==> src/rtl/core/dlfr_pkg.sv <==
// Package for the framed-link byte receiver.
// Holds the status codes, configuration indexes, defaults and the config struct.
// No dependencies; every other file of the block imports it.
package dlfr_pkg;

    localparam int unsigned BYTE_W    = 8;
    localparam int unsigned SUM_W     = 16;
    localparam int unsigned CFG_IDX_W = 2;

    typedef enum logic [2:0] {
        ST_BUSY      = 3'd0,
        ST_OK        = 3'd1,
        ST_BAD_START = 3'd2,
        ST_OVERFLOW  = 3'd3,
        ST_BAD_SUM   = 3'd4,
        ST_BAD_END   = 3'd5
    } t_status;

    localparam logic [CFG_IDX_W-1:0] CFG_START_MARKER  = 2'd0;
    localparam logic [CFG_IDX_W-1:0] CFG_END_MARKER    = 2'd1;
    localparam logic [CFG_IDX_W-1:0] CFG_STATE_COMMAND = 2'd2;

    localparam logic [BYTE_W-1:0] RST_START_MARKER  = 8'h01;
    localparam logic [BYTE_W-1:0] RST_END_MARKER    = 8'h04;
    localparam logic [BYTE_W-1:0] RST_STATE_COMMAND = 8'h10;

    // Divide by 20 as a shift by two and a multiply by ceil(2^18/5); exact below 2^16.
    localparam logic [15:0] DIV5_RECIP = 16'd52429;
    localparam int unsigned DIV5_SHIFT = 18;

    typedef struct packed {
        logic [BYTE_W-1:0] start_marker;
        logic [BYTE_W-1:0] end_marker;
        logic [BYTE_W-1:0] state_command;
    } t_cfg;

endpackage

==> src/rtl/core/dlfr_if.sv <==
// Channel interfaces of the framed-link byte receiver: received bytes in, results out.
// Depends on dlfr_pkg for the status type.
interface dlfr_rx_if;
    logic       valid;
    logic       ready;
    logic [7:0] rx_byte;

    modport source (output valid, output rx_byte, input ready);
    modport sink (input valid, input rx_byte, output ready);
endinterface


==> src/rtl/core/dlfr_in_reg.sv <==
// Input register of the framed-link receiver: holds one received byte.
// Depends on dlfr_pkg and the dlfr_rx_if interface.
module dlfr_in_reg
    import dlfr_pkg::*;
(
    input  logic              i_clk,
    input  logic              i_rst_n,
    dlfr_rx_if.sink           i_rx,
    input  logic              i_take,
    output logic              o_valid,
    output logic [BYTE_W-1:0] o_byte
);

    logic              r_valid;
    logic [BYTE_W-1:0] r_byte;
    logic              w_load;

    assign i_rx.ready = !r_valid || i_take;
    assign w_load     = i_rx.valid && i_rx.ready;

    always_ff @(posedge i_clk) begin
        if (!i_rst_n) begin
            r_valid <= 1'b0;
        end else if (w_load) begin
            r_valid <= 1'b1;
        end else if (i_take) begin
            r_valid <= 1'b0;
        end
    end

    always_ff @(posedge i_clk) begin
        if (w_load) begin
            r_byte <= i_rx.rx_byte;
        end
    end

    assign o_valid = r_valid;
    assign o_byte  = r_byte;

endmodule

==> src/flat_wrapper.sv <==
// flat-port wrapper written by rule: the top's interface ports become plain ports
module dlfr_in_reg_flat import dlfr_pkg::*;
  (i_clk, i_rst_n, i_take, o_valid, o_byte, i_rx_valid, i_rx_rx_byte, i_rx_ready);
  dlfr_rx_if i_rx_i ();
  input  logic i_clk;
  input  logic i_rst_n;
  input  logic i_take;
  output logic o_valid;
  output logic [BYTE_W-1:0] o_byte;
  input wire logic [$bits(i_rx_i.valid)-1:0] i_rx_valid;
  input wire logic [$bits(i_rx_i.rx_byte)-1:0] i_rx_rx_byte;
  output wire logic [$bits(i_rx_i.ready)-1:0] i_rx_ready;
  assign i_rx_i.valid = i_rx_valid;
  assign i_rx_i.rx_byte = i_rx_rx_byte;
  assign i_rx_ready = i_rx_i.ready;
  dlfr_in_reg u_core (.i_clk(i_clk), .i_rst_n(i_rst_n), .i_rx(i_rx_i), .i_take(i_take), .o_valid(o_valid), .o_byte(o_byte));
endmodule
==> config.mk <==
export PLATFORM = sky130hd
export DESIGN_NAME = dlfr_in_reg_flat
export DESIGN_NICKNAME = d
export VERILOG_FILES = /design/src/rtl/core/dlfr_pkg.sv /design/src/rtl/core/dlfr_if.sv /design/src/rtl/core/dlfr_in_reg.sv /design/src/flat_wrapper.sv
export SDC_FILE = /design/constraint.sdc
export NUM_CORES = 1
export LEC_CHECK = 0
export CAP_MARGIN = 20
export CORE_AREA = 5 5 42 44
export DETAILED_ROUTE_END_ITERATION = 16
export DIE_AREA = 0 0 47 49
export DONT_BUFFER_PORTS = 1
export PLACE_DENSITY = 0.32
export SETUP_SLACK_MARGIN = 0.3
export SYNTH_ARGS = -nofsm -noshare
export SYNTH_HDL_FRONTEND = slang
export SYNTH_SLANG_ARGS = --single-unit
==> constraint.sdc <==
create_clock -name i_clk -period 1.2 [get_ports i_clk]
set_clock_uncertainty 0.15 [all_clocks]
set_input_delay 0.12 -clock i_clk [delete_from_list [all_inputs] [get_ports i_clk]]
set_output_delay 0.12 -clock i_clk [all_outputs]
set_load 0.03 [all_outputs]
### After elaboration in Yosys (flattened, before gate mapping)

Index checks and enable logic that the tools add are counted.
W data, S select, Z words.

| word-level totals | value |
|---|---|
| input bits | 12 |
| register bits | 9 |
| output and inout port bits | 10 |

| operators by class | value |
|---|---|
| mux-type cells | 2 |
| reduce and logical (&&, ||, !) cells | 4 |

Operator list:

| operator | count |
|---|---|
| $mux W1 | 2 |
| $reduce_bool A2 Y1 | 1 |
| $logic_and A1 B1 Y1 | 1 |
| $logic_not A1 Y1 | 1 |
| $logic_or A1 B1 Y1 | 1 |

### Logic depth before layout (Yosys ltp)

Gate-level depths: netlist of the first run.

| depth | value |
|---|---|
| depth in word-level cells | 4 |
| mapped depth | 2 |
| gate-level depth less buffers | 2 |

### Worst setup path after synthesis of the first run

OpenSTA, ideal clock, no wires.

| timing path | value |
|---|---|
| kind | reg2reg |
| start | register u_core.r_valid, in the netlist u_core.o_valid |
| end | register u_core.r_byte[0], in the netlist u_core.o_byte[0], enable pin |
| data arrival time | 0.896 ns |
| stages on the path, launching flop included | 3 |
| period minus slack after synthesis | 1.295 ns |
| setup slack | -0.095 ns |
| path through | dfxtp_1 > nand2b_4 > and2_4 |

| on the way | value |
|---|---|
| cells in the longest elaborated chain, start to end | 3 |

Ends and longest elaborated chain:

| element | line | source |
|---|---|---|
| start: declaration | dlfr_in_reg.sv:14 | `logic r_valid;` |
| start signal: assignment | dlfr_in_reg.sv:23 | `r_valid <= 1'b0;` |
| start signal: assignment | dlfr_in_reg.sv:25 | `r_valid <= 1'b1;` |
| start signal: assignment | dlfr_in_reg.sv:27 | `r_valid <= 1'b0;` |
| $logic_not A1 Y1 | dlfr_in_reg.sv:18 | `assign i_rx.ready = !r_valid \|\| i_take;` |
| $logic_or A1 B1 Y1 | dlfr_in_reg.sv:18 |  |
| named net i_rx_ready | flat_wrapper.sv:12 | `output wire logic [$bits(i_rx_i.ready)-1:0] i_rx_ready;` |
| $logic_and A1 B1 Y1 | dlfr_in_reg.sv:19 | `assign w_load = i_rx.valid && i_rx.ready;` |
| named net u_core.w_load | dlfr_in_reg.sv:16 | `logic w_load;` |
| end signal: assignment | dlfr_in_reg.sv:33 | `r_byte <= i_rx.rx_byte;` |
| end: declaration | dlfr_in_reg.sv:15 | `logic [BYTE_W-1:0] r_byte;` |

The timed path passes the listed nets, and every way through them passes these cells.
A chain may end at the register's enable or synchronous reset.

### Final worst setup path of the first run

| timing path | value |
|---|---|
| start | register u_core.r_valid, in the netlist u_core.o_valid |
| end | output port i_rx_ready |

| on the way | value |
|---|---|
| cells in the longest elaborated chain, start to end | 2 |

Ends and longest elaborated chain:

| element | line |
|---|---|
| $logic_not A1 Y1 | dlfr_in_reg.sv:18 |
| $logic_or A1 B1 Y1 | dlfr_in_reg.sv:18 |
| end: declaration | flat_wrapper.sv:12 |

Every way passes these cells.

==> results.py, run 1 <==
metrics = {
    "logic_synthesis": {
        "ys_ff_latch": 9,
        "postSynthAreaPerCell_um2": 22.9,
        "yosysTopAreaCell": "edfxtp_1",
        "ys_warn_count": 0,
        "synth.top_cell.area_share_pct": 80.7,
        "ys_top_cells_by_area": "edfxtp_1 81%, dfxtp_1 6.7%, nand2b_4 4.6%",
        "ys_types": 6,
        "synth-seq-area-share_pct": 87.4,
        "syn_area_um2": 298,
        "synth_cells": 13,
        "syn-num-nets": 25,
    },
    "die": {
        "core_um2": 1400,
        "die_h_um": 49,
        "die_x_um": 47,
        "placementRows": 14,
        "die_area_um2": 2300,
        "start_util_pct": 21.3,
        "io_pins": 22,
    },
    "sta": {
        "slew_viol_final": 0,
        "max-slew-margin-rel_pct": 80.4,
        "tightest_slew_ns": 0.295,
        "finalCriticalPeriod_ns": 1.06,
        "rsz0062_at_grt": "yes",
        "finalHoldViolCount": 0,
        "max_freq_mhz": 943,
        "post-route-period-util_pct": 88.4,
        "tns_ns": 0,
        "setup_viol": 0,
    },
    "cts": {
        "htree_levels": 1,
        "post_cts.repair.setup_buffers": 0,
        "clock_latency_ns": 0.25,
        "cts-root-buf": "clkbuf_4",
        "cts_tree": "built",
        "clk_pin_slew_worst_paths_ns": 0.05,
        "cts_max_path_buffers": 2,
        "cts_inserted_buffers": 3,
        "cts_sinks": 9,
    },
    "final_layout": {
        "nets": 42,
        "drive_above_1_share_pct": 31.0,
        "layout_commonest_cell": "dlygate4sd3_1",
        "syn2layout_area_growth_pct": 56.7,
        "final_cell_mix": "10 x dlygate4sd3_1, 8 x edfxtp_1, 3 x clkbuf_4",
        "antenna_cells": 0,
        "design_area_um2": 467,
    },
    "power_and_ir_drop": {
        "seq_power_share_pct": 59.6,
        "ir_drop_mv": 0.569,
        "p_comb_share_pct": 8.5,
        "p_clk_share_pct": 31.9,
        "power.leakage_nw": 0.175,
        "p_int_mw": 0.526,
        "p_sw_mw": 0.150,
        "cellPowerDensity_nw_per_um2": 1450,
        "netSwitchingFraction_pct": 22.2,
    },
    "detailed_routing": {
        "drtIter0Drc": 1,
        "drt_wl_total_um": 530,
        "firstDrtPassIters": 2,
        "antenna_left": 0,
        "drc": 0,
        "vias": 171,
        "wl_per_cell_um": 11.8,
        "drt-vias-per-instance": 3.80,
    },
    "global_routing": {
        "overflow": 0,
        "grt_max_degree": 9,
        "antenna_found_initial": 0,
        "grt_pass1_vias": 216,
        "grt_pass1_wl_um": 779,
        "track_usage_pct": 5.11,
    },
    "hold_path": {
        "hp-class": "input port to flip-flop",
        "worstHoldStart": "i_take",
    },
    "setup_path": {
        "critPathLaunchType": "flip-flop",
        "cp-end-kind": "output port",
        "crit_required_ns": 0.93,
        "regToRegStartpoint": "u_core.o_valid",
        "critPathArrivalTime_ns": 0.79,
        "path_class": "flip-flop to output port",
        "crit_path_max_fanout": 2,
        "worstSetupStartpoint": "u_core.o_valid",
    },
    "placed_design": {
        "postPlaceCellArea_um2": 337,
        "portBuffers": 0,
        "finalWeightedCongestion": 0.564,
    },
    "status": {
        "outcome": "finished, final reports clean",
    },
    "run": {
        "max_cap_viol_count": 0,
    },
}
-- final cells by class --
class                   instances  area, um^2
clock buffers                   4        26.3
fillers                       146         935
inverters                       1        3.75
multi-input cells               3        33.8
flip-flops and latches          9         264
well taps                      16        20.0
repair buffers                 12         119
-- repair_timing --
item	in CTS	in global routing
cloned	0	0
hold endpoints to repair	9	0
resized for setup	1	0
setup endpoints to repair	19	19
pin swaps	0	1
hold buffers	10	0
-- cells in the mapped netlist (all sizes together) --
library cell and instances:
a21boi 1, inv 1, dfxtp 1, and2 1
edfxtp 8, nand2b 1
-- critical path, cell delays in order (launching register included) --
cell,delay (ns)
dfxtp_4,0.35
nand2b_4,0.05
buf_6,0.14
-- power by group through the flow --
stage	Clock, mW	Sequential [mW]	Combinational, mW
finish	0.216	0.402	0.0571
global route	0.249	0.405	0.0610
CTS	0.230	0.403	0.0579
detailed placement	0	0.410	0.0310
global placement	0	0.410	0.0306
floorplan	0	0.412	0.0180
-- path summary, 6_finish.rpt --
check / endpoint / slack, ns / depth (start not counted)
max: i_rx_ready / 0.14 / 2
min: u_core.o_valid / 0.04 / 3
max reg2reg: u_core.o_byte[5] / 0.15 / 2
min reg2reg: u_core.o_valid / 0.48 / 3
-- flip-flops by register name, indices dropped and copies added (netlist names) --
register,flops
u_core.o_valid,1
u_core.o_byte,8
-- per-layer routing --
| metal | up-vias | global-route usage (%) | wire length, um |
|---|---|---|---|
| met3 | 0 | 6.64 | 78 |
| li1 | 80 | - | - |
| met2 | 17 | 8.14 | 262 |
| met1 | 74 | 3.39 | 188 |
| met5 | - | 0 | 0 |
| met4 | 0 | 1.38 | 0 |
-- kinds of logic after synthesis --
kind of cell           Yosys count  synth area share, %
flip-flops                       9                 87.4
AND/OR/NAND/NOR                  2                 7.56
buffers and inverters            1                 1.26
AO/OA/AOI/OAI                    1                 3.78
-- metrics by stage --
stage                     power, mW  util [%]  cells  worst slack (ns)  hold WS, ns
after global routing          0.715      33.3     45            0.0916       0.0339
after detailed placement      0.441      24.0     31             0.155       0.0689
after floorplan               0.430         -     13            0.0437       0.0689
final                         0.675      33.3     45             0.139       0.0419
after global placement        0.440      24.0     31             0.163       0.0689
after CTS                     0.692      33.3     45             0.122       0.0345
No activity file was read; power rests on OpenSTA's default activity.
==> run 2, diff against run 1 <==
Settings changed: PLACE_DENSITY 0.32 to 0.39.
==> run 2 against run 1 <==
Effect of this change:
- cell count is the same
- worst hold slack barely moved
- largest power group unchanged
- register-to-register slack barely moved
- largest cell class unchanged
- clock power about the same
- sequential share of layout area unchanged
- die area stayed put
- worst setup slack about the same
- critical path depth is the same
- highest routed layer unchanged
- sequential power hardly changed
==> results.py, run 2 (synthesis results as in run 1) <==
metrics = {
    "cts": {
        "cts_sinks": 9,
        "clk_pin_slew_worst_paths_ns": 0.06,
        "post_cts.repair.setup_buffers": 0,
        "htree_levels": 1,
        "cts_inserted_buffers": 3,
        "cts_max_path_buffers": 2,
        "cts-root-buf": "clkbuf_4",
        "cts_tree": "built",
        "clock_latency_ns": 0.25,
    },
    "die": {
        "placementRows": 14,
        "core_um2": 1400,
        "die_h_um": 49,
        "die_x_um": 47,
        "io_pins": 22,
        "start_util_pct": 21.3,
        "die_area_um2": 2300,
    },
    "detailed_routing": {
        "drtIter0Drc": 6,
        "drc": 0,
        "firstDrtPassIters": 4,
        "drt-vias-per-instance": 3.69,
        "wl_per_cell_um": 11.9,
        "vias": 166,
        "antenna_left": 0,
        "drt_wl_total_um": 534,
    },
    "setup_path": {
        "critPathMaxStageDelay_ns": 0.35,
        "worstRegToRegCells": 2,
        "critPathLaunchType": "flip-flop",
        "cp-end-kind": "output port",
        "crit_path_max_fanout": 2,
        "crit_required_ns": 0.93,
        "cp_slowest_cell": "dfxtp_4",
        "path_cells": "nand2b_4 -> buf_6",
        "r2r_end": "u_core.o_byte[7]",
        "critPathArrivalTime_ns": 0.79,
        "reg2reg_slack_ns": 0.15,
        "regToRegStartpoint": "u_core.o_valid",
        "path_class": "flip-flop to output port",
    },
    "placed_design": {
        "dpl.hpwl_um": 448,
        "portBuffers": 0,
        "finalWeightedCongestion": 0.549,
    },
    "final_layout": {
        "final_cell_mix": "10 x dlygate4sd3_1, 8 x edfxtp_1, 3 x clkbuf_4",
        "syn2layout_area_growth_pct": 56.7,
        "antenna_cells": 0,
        "largest_register_ffs": 8,
        "nets": 42,
        "layout_commonest_cell": "dlygate4sd3_1",
        "drive_above_1_share_pct": 31.0,
    },
    "sta": {
        "finalHoldViolCount": 0,
        "max_freq_mhz": 943,
        "tns_ns": 0,
        "tightest_slew_ns": 0.301,
        "setup_viol": 0,
        "post-route-period-util_pct": 88.4,
        "max-slew-margin-rel_pct": 80.0,
        "finalCriticalPeriod_ns": 1.06,
        "rsz0062_at_grt": "yes",
        "slew_viol_final": 0,
    },
    "run": {
        "max_cap_viol_count": 0,
    },
    "global_routing": {
        "track_usage_pct": 4.84,
        "grt_max_degree": 9,
        "grt_pass1_wl_um": 738,
        "antenna_found_initial": 0,
        "grt_pass1_vias": 191,
        "overflow": 0,
    },
    "power_and_ir_drop": {
        "cellPowerDensity_nw_per_um2": 1450,
        "power.leakage_nw": 0.175,
        "ir_drop_mv": 0.382,
        "power_mw": 0.675,
    },
    "hold_path": {
        "hp-class": "input port to flip-flop",
        "worstHoldStart": "i_take",
        "holdPathEnd": "u_core.o_valid",
        "min_path_cells": 3,
    },
    "status": {
        "outcome": "finished, final reports clean",
    },
}
run 2: cell counts in the layout (fill, tap and decap cells not counted):
No cell type changed its count.
run 2: power breakdown:
group          leakage [nW]  switching [mW]  internal (mW)
registers            0.0863          0.0393          0.364
clock network        0.0150          0.0886          0.127
logic                0.0735          0.0219         0.0348
total                 0.175           0.150          0.526
run 2: critical path: cells and delay by family, from the launching register on:
family	cells	cell delay, ns
flip-flops	1	0.35
AND/OR/NAND/NOR	1	0.05
buffers and inverters	1	0.14
run 2: worst max path at each step:
stage,from,slack (ns),cells after the start,end
after CTS,u_core.o_valid,0.12,2,i_rx_ready
after global routing,u_core.o_valid,0.10,2,i_rx_ready
after detailed placement,u_core.o_valid,0.16,2,u_core.o_byte[0]
final,u_core.o_valid,0.14,2,i_rx_ready
after floorplan,u_core.o_valid,0.04,2,u_core.o_byte[0]
after global placement,u_core.o_valid,0.17,2,u_core.o_byte[0]
run 2: through the flow:
stage / cell area, um^2 / std cells / hold slack [ns] / setup slack [ns] / util (%)
global route: 467 / 45 / 0.0394 / 0.103 / 33.3
detailed placement: 337 / 31 / 0.0689 / 0.164 / 24.0
floorplan: 302 / 13 / 0.0689 / 0.0437 / -
CTS: 467 / 45 / 0.0309 / 0.122 / 33.3
finish: 467 / 45 / 0.0421 / 0.139 / 33.3
global placement: 337 / 31 / 0.0689 / 0.167 / 24.0
run 2: what timing repair did:
item / CTS / global route
endpoints found under the setup margin: 19 / 18
hold buffers: 10 / 0
gates cloned: 0 / 0
endpoints found under the hold margin: 9 / 0
gates resized for setup: 1 / 0
run 2: area by class of cell:
class / instances / area [um^2]
repair buffers: 12 / 119
inverters: 1 / 3.75
multi-input cells: 3 / 33.8
flip-flops and latches: 9 / 264
well taps: 16 / 20.0
clock buffers: 4 / 26.3
fillers: 150 / 935
run 2: routing by layer:
metal	track usage (%)	up-vias	wire, um
met1	3.41	76	167
met5	0	-	0
met4	4.15	0	0
met3	4.06	0	46
li1	-	81	-
met2	7.47	9	320
==> run 3, diff against run 2 <==
Settings changed: CAP_MARGIN 20 to 0, CTS_BUF_LIST from default to sky130_fd_sc_hd__clkbuf_8.
==> run 3 against run 2 <==
Effect of this change:
- total power rose by 16%
- sequential share of layout area fell by 2.2 points
- sequential power barely moved
- non-clock buffer count did not move
- combinational power barely moved
- cell count did not move
- largest cell class unchanged
==> results.py, run 3 (synthesis results as in run 1) <==
metrics = {
    "global_routing": {
        "track_usage_pct": 4.84,
        "grt_pass1_vias": 184,
        "grt_pass1_wl_um": 724,
        "grt_max_degree": 9,
        "overflow": 0,
        "antenna_found_initial": 0,
    },
    "die": {
        "die_x_um": 47,
        "placementRows": 14,
        "io_pins": 22,
        "start_util_pct": 21.3,
        "die_h_um": 49,
        "core_um2": 1400,
        "die_area_um2": 2300,
    },
    "placed_design": {
        "dpl.hpwl_um": 448,
        "finalWeightedCongestion": 0.549,
        "portBuffers": 0,
    },
    "detailed_routing": {
        "drc": 0,
        "drt_wl_total_um": 544,
        "vias": 169,
        "drt-vias-per-instance": 3.76,
        "antenna_left": 0,
        "wl_per_cell_um": 12.1,
        "drtIter0Drc": 1,
        "firstDrtPassIters": 2,
    },
    "cts": {
        "cts_max_path_buffers": 2,
        "cts_sinks": 9,
        "cts-root-buf": "clkbuf_8",
        "clk_pin_slew_worst_paths_ns": 0.04,
        "cts_tree": "built",
        "clock_latency_ns": 0.22,
        "cts_inserted_buffers": 3,
        "post_cts.repair.setup_buffers": 0,
        "htree_levels": 1,
    },
    "final_layout": {
        "largest_register_ffs": 8,
        "drive_above_1_share_pct": 31.0,
        "antenna_cells": 0,
        "layout_commonest_cell": "dlygate4sd3_1",
        "final_util_pct": 34.6,
        "final_cell_mix": "10 x dlygate4sd3_1, 8 x edfxtp_1, 3 x clkbuf_8",
        "nets": 42,
        "syn2layout_area_growth_pct": 63.0,
    },
    "sta": {
        "finalHoldViolCount": 0,
        "tns_ns": 0,
        "tightest_slew_ns": 0.301,
        "post-route-period-util_pct": 87.1,
        "finalCriticalPeriod_ns": 1.05,
        "setup_viol": 0,
        "max-slew-margin-rel_pct": 80.0,
        "rsz0062_at_grt": "yes",
        "slew_viol_final": 0,
        "max_freq_mhz": 956,
    },
    "setup_path": {
        "r2r_end": "u_core.o_byte[7]",
        "worstSetupStartpoint": "u_core.o_valid",
        "critPathArrivalTime_ns": 0.83,
        "critPathLaunchType": "flip-flop",
        "cp_slowest_cell": "dfxtp_4",
        "path_cells": "nand2b_4 -> and2_4",
        "crit_path_max_fanout": 8,
        "critPathCapture": "u_core.o_byte[7]",
        "worstRegToRegCells": 2,
        "reg2reg_slack_ns": 0.15,
        "cp-end-kind": "flip-flop",
        "path_class": "flip-flop to flip-flop",
        "regToRegStartpoint": "u_core.o_valid",
        "crit_required_ns": 0.98,
        "critPathMaxStageDelay_ns": 0.34,
    },
    "status": {
        "outcome": "finished, final reports clean",
    },
    "power_and_ir_drop": {
        "cellPowerDensity_nw_per_um2": 1610,
        "ir_drop_mv": 0.483,
        "power_mw": 0.784,
        "power.leakage_nw": 0.187,
    },
    "hold_path": {
        "hp-class": "input port to flip-flop",
    },
    "run": {
        "max_cap_viol_count": 0,
    },
}
==> run 3: cell count changes in the layout (fill, tap and decap cells not counted), sizes merged <==
cell / before / now
clkbuf: 4 / 3
inv: 1 / 2
==> run 3: critical path: cells and delay by family (launching register included) <==
kind | cells | cell delay, ns
flip-flops | 1 | 0.34
AND/OR/NAND/NOR | 2 | 0.25
==> run 3: cell type report <==
cell class | count | area [um^2]
well taps | 16 | 20.0
repair buffers | 12 | 119
clock buffers | 3 | 41.3
multi-input cells | 3 | 33.8
flip-flops and latches | 9 | 264
inverters | 1 | 3.75
clock inverters | 1 | 3.75
fillers | 143 | 916
==> run 3: worst min path at each step <==
stage	to	slack, ns	startpoint	cells after the start
global route	u_core.o_byte[1]	0.07	i_rx_valid	1
floorplan	u_core.o_byte[0]	0.07	i_rx_rx_byte[0]	0
CTS	u_core.o_valid	0.06	i_take	3
finish	u_core.o_byte[5]	0.07	i_rx_valid	1
global placement	u_core.o_byte[6]	0.07	i_rx_rx_byte[6]	0
detailed placement	u_core.o_byte[0]	0.07	i_rx_rx_byte[0]	0
==> run 3: power breakdown <==
part | internal (mW) | leakage [nW] | total [mW] | switching (mW)
registers | 0.365 | 0.0863 | 0.404 | 0.0393
logic | 0.0348 | 0.0735 | 0.0565 | 0.0218
clock network | 0.221 | 0.0269 | 0.323 | 0.102
==> run 3: layer usage <==
metal | GRT usage (%) | part of all wire, % | vias up
met4 | 5.53 | 0 | 0
met1 | 3.40 | 32 | 82
li1 | - | - | 78
met5 | 0 | 0 | -
met3 | 2.95 | 8.5 | 0
met2 | 7.47 | 59 | 9
==> run 3: metrics by stage <==
| step | instances | worst slack, ns | instance area [um^2] | hold WS, ns |
|---|---|---|---|---|
| 2_1_floorplan | 13 | 0.0437 | 302 | 0.0689 |
| 3_3_place_gp | 31 | 0.167 | 337 | 0.0689 |
| 3_5_place_dp | 31 | 0.164 | 337 | 0.0689 |
| 4_1_cts | 45 | 0.149 | 485 | 0.0609 |
| 5_1_grt | 45 | 0.127 | 485 | 0.0744 |
| 6_report | 45 | 0.154 | 485 | 0.0672 |
==> run 3: timing repair <==
| action | CTS | global route |
|---|---|---|
| endpoints found under the setup margin | 19 | 18 |
| hold buffers | 10 | 0 |
| hold endpoints to repair | 9 | 0 |
| resized for setup | 1 | 0 |
